File: src/hw/rtl/tccs_pkg.sv
// ----------------------------------------------------------------------------
// tccs_pkg
// Shared constants, types and helpers of the text console cursor/scroll unit.
// ----------------------------------------------------------------------------
package tccs_pkg;

    localparam int COLUMNS    = 80;
    localparam int ROWS       = 25;
    localparam int CELL_COUNT = ROWS * COLUMNS;
    localparam int COPY_COUNT = COLUMNS * (ROWS - 1);

    localparam int ROW_W  = 5;
    localparam int COL_W  = 7;
    localparam int IDX_W  = 11;
    localparam int CELL_W = 16;
    localparam int ACT_W  = 2;

    typedef logic [ROW_W-1:0]  t_row;
    typedef logic [COL_W-1:0]  t_col;
    typedef logic [IDX_W-1:0]  t_idx;
    typedef logic [CELL_W-1:0] t_cell;
    typedef logic [ACT_W-1:0]  t_action;
    typedef logic [7:0]        t_byte;

    localparam t_action ACT_PUT  = 2'd0;
    localparam t_action ACT_DEL  = 2'd1;
    localparam t_action ACT_READ = 2'd2;

    localparam t_byte RESET_ATTR   = 8'd12;
    localparam t_byte NEWLINE_CODE = 8'd10;

    // Commands from the controller to the datapath.
    typedef struct packed {
        logic clear;
        logic take;
        logic exec;
        logic cap_cell;
        logic copy;
        logic blank;
        logic load_out;
    } t_cmd;

    // Status from the datapath to the controller.
    typedef struct packed {
        logic is_read;
        logic need_scroll;
        logic clr_done;
        logic copy_done;
        logic blank_done;
        logic out_free;
    } t_sts;

    function automatic t_idx cell_addr(input t_row row, input t_col col);
        return IDX_W'(row) * IDX_W'(COLUMNS) + IDX_W'(col);
    endfunction

endpackage

File: src/hw/rtl/tccs_ctrl.sv
// ----------------------------------------------------------------------------
// tccs_ctrl
// Sequencer: clearing pass, action execution, read wait, scroll copy/blank.
// ----------------------------------------------------------------------------
module tccs_ctrl (
    input  logic           i_clk,
    input  logic           i_rst_n,
    input  logic           i_in_valid,
    output logic           o_in_ready,
    input  tccs_pkg::t_sts i_sts,
    output tccs_pkg::t_cmd o_cmd
);
    import tccs_pkg::*;

    localparam logic [2:0] S_CLEAR  = 3'd0;
    localparam logic [2:0] S_IDLE   = 3'd1;
    localparam logic [2:0] S_EXEC   = 3'd2;
    localparam logic [2:0] S_RWAIT  = 3'd3;
    localparam logic [2:0] S_SCOPY  = 3'd4;
    localparam logic [2:0] S_SBLANK = 3'd5;
    localparam logic [2:0] S_DONE   = 3'd6;

    logic [2:0] r_state;
    logic [2:0] n_state;
    t_cmd       cmd;

    always_comb begin
        n_state = r_state;
        cmd     = '0;
        unique case (r_state)
            S_CLEAR: begin
                cmd.clear = 1'b1;
                if (i_sts.clr_done) n_state = S_IDLE;
            end
            S_IDLE: begin
                cmd.take = i_in_valid;
                if (i_in_valid) n_state = S_EXEC;
            end
            S_EXEC: begin
                cmd.exec = 1'b1;
                priority if (i_sts.is_read)     n_state = S_RWAIT;
                else if (i_sts.need_scroll)     n_state = S_SCOPY;
                else                            n_state = S_DONE;
            end
            S_RWAIT: begin
                cmd.cap_cell = 1'b1;
                n_state      = S_DONE;
            end
            S_SCOPY: begin
                cmd.copy = 1'b1;
                if (i_sts.copy_done) n_state = S_SBLANK;
            end
            S_SBLANK: begin
                cmd.blank = 1'b1;
                if (i_sts.blank_done) n_state = S_DONE;
            end
            S_DONE: begin
                if (i_sts.out_free) begin
                    cmd.load_out = 1'b1;
                    n_state      = S_IDLE;
                end
            end
            default: begin
                n_state = S_IDLE;
            end
        endcase
    end

    always_ff @(posedge i_clk) begin
        if (!i_rst_n) begin
            r_state <= S_CLEAR;
        end else begin
            r_state <= n_state;
        end
    end

    assign o_in_ready = (r_state == S_IDLE);
    assign o_cmd      = cmd;

    a_exec_plain_done: assert property (@(posedge i_clk) disable iff (!i_rst_n)
        (r_state == S_EXEC && !i_sts.is_read && !i_sts.need_scroll) |=> r_state == S_DONE)
        else $error("plain action did not go straight to result");

    a_copy_then_blank: assert property (@(posedge i_clk) disable iff (!i_rst_n)
        (r_state == S_SCOPY && i_sts.copy_done) |=> r_state == S_SBLANK)
        else $error("scroll copy did not hand over to bottom row blanking");

    a_load_needs_slot: assert property (@(posedge i_clk) disable iff (!i_rst_n)
        cmd.load_out |-> i_sts.out_free)
        else $error("result loaded over an untaken result");

    a_no_take_while_busy: assert property (@(posedge i_clk) disable iff (!i_rst_n)
        (cmd.clear || cmd.copy || cmd.blank) |-> !o_in_ready)
        else $error("command accepted during a screen sweep");

endmodule

File: config.mk
export PLATFORM = sky130hd
export DESIGN_NAME = tccs_ctrl
export DESIGN_NICKNAME = d
export VERILOG_FILES = /design/src/hw/rtl/tccs_pkg.sv /design/src/hw/rtl/tccs_ctrl.sv
export SDC_FILE = /design/constraint.sdc
export NUM_CORES = 1
export LEC_CHECK = 0
export BUFFER_PORTS_ARGS = -buffer_cell sky130_fd_sc_hd__buf_2
export CORE_AREA = 2 2 39 41
export CTS_BUF_LIST = sky130_fd_sc_hd__clkbuf_2 sky130_fd_sc_hd__clkbuf_4 sky130_fd_sc_hd__clkbuf_8
export CTS_CLUSTER_DIAMETER = 30
export DETAILED_ROUTE_END_ITERATION = 10
export DIE_AREA = 0 0 41 43
export REMOVE_ABC_BUFFERS = 1
export SLEW_MARGIN = 20
export SYNTH_ARGS = -nofsm -noshare
export SYNTH_HDL_FRONTEND = slang
export SYNTH_SLANG_ARGS = --single-unit
File: constraint.sdc
create_clock -name i_clk -period 1.22 [get_ports i_clk]
set_input_delay 0.061 -clock i_clk [delete_from_list [all_inputs] [get_ports i_clk]]
set_output_delay 0.061 -clock i_clk [all_outputs]
set_load 0.02 [all_outputs]
==> Yosys cells after proc, flatten, opt, wreduce, memory -nomap -nowiden <==
Index checks and enable logic that the tools add are counted.
{ "totals": {"input_bits": 9, "romBits": 0, "word_cells": 30, "register_bits": 3, "ram_bits": 0, "n_memories": 0, "output_inout_bits": 8, "latch_bits": 0} }
{ "op_classes": {"bitwise": 0, "n_reduce_logical": 2, "mul": 0, "n_div": 0, "magnitude_cmp": 0, "shift": 0, "muxes": 16, "addsub": 0, "n_eq_ne": 11} }
{ "op_table": {"columns": ["op", "count"], "rows": [
  ["3-bit case mux with 7 select lines", 1],
  ["3-bit two-way mux", 6],
  ["2-bit inequality test, second input constant", 5],
  ["3-bit == test, second input constant", 3],
  ["1-bit two-way mux", 8],
  ["3-bit by 2-bit == test with 1-bit output, second input constant", 2],
  ["5-bit AND reduction", 1],
  ["3-bit by 1-bit == test with 1-bit output, second input constant", 1],
  ["3-bit logical NOT", 1],
  ["2-bit two-way mux", 1]
]} }

==> Longest topological paths before layout <==
{ "logic_depth": {"ltp_word": 3, "mapped_depth": 4, "mapped_depth_nobuf": 3} }

==> Least setup slack after synthesis <==
OpenSTA, ideal clock, no wires.
{ "synth_path": {"kind": "flip-flop to output port", "start": "reg r_state[1]", "end": "out o_cmd[5] in the netlist's numbering", "required_time_ns": 1.159, "path_buffers": 1, "path_stages_with_launch": 5, "arrival_time_ns": 1.039, "path_slack_ns": 0.120, "path_cell_list": "dfxtp_1 buf_2 inv_2 and3_1 and2_1"} }
{ "synth_lines": {"columns": ["item", "line_no", "text"], "rows": [
  ["start: declaration", "tccs_ctrl.sv:23", "logic [2:0] r_state;"],
  ["start signal: assignment", "tccs_ctrl.sv:73", "r_state <= n_state;"],
  ["end: declaration", "tccs_ctrl.sv:11", "output tccs_pkg::t_cmd o_cmd"]
]} }

==> impl_results.md <==
- Final WL: 730 µm
- Die area: 1760 µm²
- CTS tree: yes
- Largest net degree at the start of global routing: 13
- Synth warn: 0
- Synthesized area per cell: 7.41 µm²
- Setup crit end kind: output pin
- Async S/R FF share, synth: 0
- Num CTS Buffers: 3
- H-tree Lvls: 1
- Antenna cells: 0
- Clock Sinks: 3
- DIE HEIGHT: 43 µm
- Slew @ Worst Pin: 0.182 ns
- Leak pwr: 0.204 nW
- IO Count: 17
- Relative slew slack: 0.878
- Fin Clk Skew: 0.000444 ns
- Post-route ant nets: 0
- Pwr dens: 1030 nW/µm²
- GR Overflow Total: 0
- Final Hold Fails: 0
- Post-synth EDFFs: 0
- Count leader, synth: nand2_1
- Max FFs per register: 3
- Setup Fix Bufs, Post-CTS: 0
- Final setup fails: 0
- Vias: 320
- First-pass detailed-route iteration total: 3
- Final HPWL DP: 537 µm
- Sequential power share: 0.271
- Final critical-path share of the clock period: 0.947
- Synth top cells by count: nand2_1, dfxtp_1, nand2b_1
- Post-synthesis sequential area ratio: 0.219
- First-pass GRT wire length: 1.19 mm
- Worst Hold Path Cells: 2
- Final slew viol count: 0
- CP Data Required Time: 1.16 ns
- Share of cells above drive strength 1: 0.607
- TNS Setup: 0 ns
- Clk_lat worst skew: 0.23 ns
- Synth area leaders: dfxtp_1, mux4_2, nand2b_1
- Final GP Congestion: 0.743
- DRC violations left: 0
- Worst VDD drop: 447 µV
- Synth cell types: 22
- Total track usage: 0.106
- Ys flop type: dfxtp_1
- MaxCap Viol Count: 0
- Hold slack final: 0.123 ns
- Antenna violations before repair: 0
- Clk root buf: clkbuf_4
- FMAX: 866 MHz
- Combinational share of power: 0.312
- Largest regs: r_state (3)
- CP max FO: 8
- Reg2Reg Setup Slack: 0.17 ns
- RSZ-0062 raised after global routing: no
- CORE AREA: 1380 µm²
- Cell count of the worst reg-to-reg path: 2
- Hold Crit Class: input port to flop
- Final Util: 0.325
- DR WL/cell: 10.1 µm
- Initial DRC Count: 3
- # nets final: 66
- R2r endpoint: r_state[0]$_SDFFE_PN0P_
- Post-CTS Hold Fix Bufs: 0
- Hold Path End: r_state[2]$_SDFFE_PN0P_
- Clock power share: 0.416
- Maximum clock insertion buffer count: 2
- Rows: 14
- Layout fillers: 165
- Setup crit start kind: flop
- Internal Power: 0.327 mW
- Die W: 41 µm
- Sw frac: 0.295
- Vias per cell: 4.44
- Sw Pwr: 0.137 mW
- Top reg by flops: r_state
- Post-synth top area share: 0.219
- Post-synth top area cell: dfxtp_1
- Crit path arrival time: 1.09 ns
- Yosys reg bits: 3
- RR Startpoint: r_state[2]$_SDFFE_PN0P_
- Post-Synthesis Cells: 37
- IO Port Bufs: 16
- Post-Syn Area: 274 µm²
- Reg clk slew, reported paths: 0.03 ns
- Crit Path Category: flop to output pin
- Starting Density: 0.198
- Status: completed
- Minimum clock period after layout: 1.15 ns
- Vias in the first global route: 295
- HP Start: i_rst_n
- Area Growth Syn to Fin: 63.9%
==> routing by layer <==
| layer | global-route usage | vias to the layer above | share of wire |
|---|---|---|---|
| met4 | 0.0600 | 0 | 0 |
| met1 | 0.106 | 143 | 0.41 |
| met2 | 0.159 | 12 | 0.52 |
| li1 | - | 165 | - |
| met3 | 0.0681 | 0 | 0.071 |
| met5 | 0 | - | 0 |
==> metrics by stage <==
stage	instance area [µm²]	worst slack, ns	std cells	power, mW
after floorplan	253	0.0599	34	0.201
after global placement	368	0.133	68	0.250
after detailed placement	368	0.137	68	0.249
after CTS	407	0.0157	72	0.455
after global routing	449	0.00736	72	0.505
final	449	0.0652	72	0.464
==> worst max path at each step <==
stage | depth (start not counted) | startpoint | endpoint
2_1_floorplan | 2 | r_state[2]$_SDFFE_PN0P_ | r_state[0]$_SDFFE_PN0P_
3_3_place_gp | 2 | r_state[2]$_SDFFE_PN0P_ | r_state[0]$_SDFFE_PN0P_
3_5_place_dp | 2 | r_state[2]$_SDFFE_PN0P_ | r_state[0]$_SDFFE_PN0P_
4_1_cts | 4 | r_state[2]$_SDFFE_PN0P_ | o_cmd[3]
5_1_grt | 4 | r_state[1]$_SDFFE_PN0P_ | o_cmd[5]
6_report | 4 | r_state[1]$_SDFFE_PN0P_ | o_cmd[5]
==> power by group through the flow <==
stage,Clock [mW],Combinational [mW],Sequential [mW]
final,0.193,0.145,0.126
after detailed placement,0,0.125,0.125
after floorplan,0,0.0776,0.123
after global routing,0.219,0.157,0.129
after global placement,0,0.125,0.125
after CTS,0.204,0.127,0.124
==> cells in the final DEF, fill, tap and decap left out <==
cell type	netlist	layout
buf_2	2	13
nand2_1	4	4
clkbuf_4	0	4
buf_4	0	3
dfxtp_4	0	3
nor2_1	2	2
nand2b_1	3	2
inv_1	2	2
buf_6	1	2
nand2b_4	0	1
inv_4	0	1
nor3_1	2	1
inv_2	2	1
and3_4	0	1
and3_1	2	1
nor2b_2	0	1
and2_1	2	1
nor3_2	0	1
and2_4	0	1
o21ai_0	1	1
a22oi_1	1	1
nor2b_1	2	1
nor3b_1	1	1
a31oi_1	1	1
o211ai_1	1	1
a21oi_1	1	1
o22ai_1	1	1
o2bb2ai_1	1	1
mux4_2	1	1
o22ai_2	1	1
==> logic make-up after synthesis <==
| group | count (synthesis) | share of synthesized area |
|---|---|---|
| flip-flops | 3 | 0.219 |
| multiplexers | 1 | 0.0822 |
| AO/OA/AOI/OAI | 8 | 0.215 |
| buffers and inverters | 7 | 0.132 |
| AND/OR/NAND/NOR | 18 | 0.352 |
==> worst max-delay path, stage by stage, from the launching register on <==
cell     delay (ns)
dfxtp_4        0.38
inv_4          0.05
and3_4         0.16
and2_4         0.15
buf_6          0.12
==> timing repair <==
action | in CTS | in global routing
pin swaps | 0 | 1
resized for setup | 5 | 12
gates cloned | 0 | 0
setup endpoints to repair | 4 | 5
==> area by class of cell <==
type | instances | area (µm²) | area share
Multi-Input combinational cell | 27 | 200 | 0.446
Timing Repair Buffer | 18 | 110 | 0.245
Sequential cell | 3 | 71.3 | 0.159
Clock buffer | 4 | 30.0 | 0.0669
Tap cell | 16 | 20.0 | 0.0446
Inverter | 4 | 17.5 | 0.0390
Power figures use the tool's default switching activity.
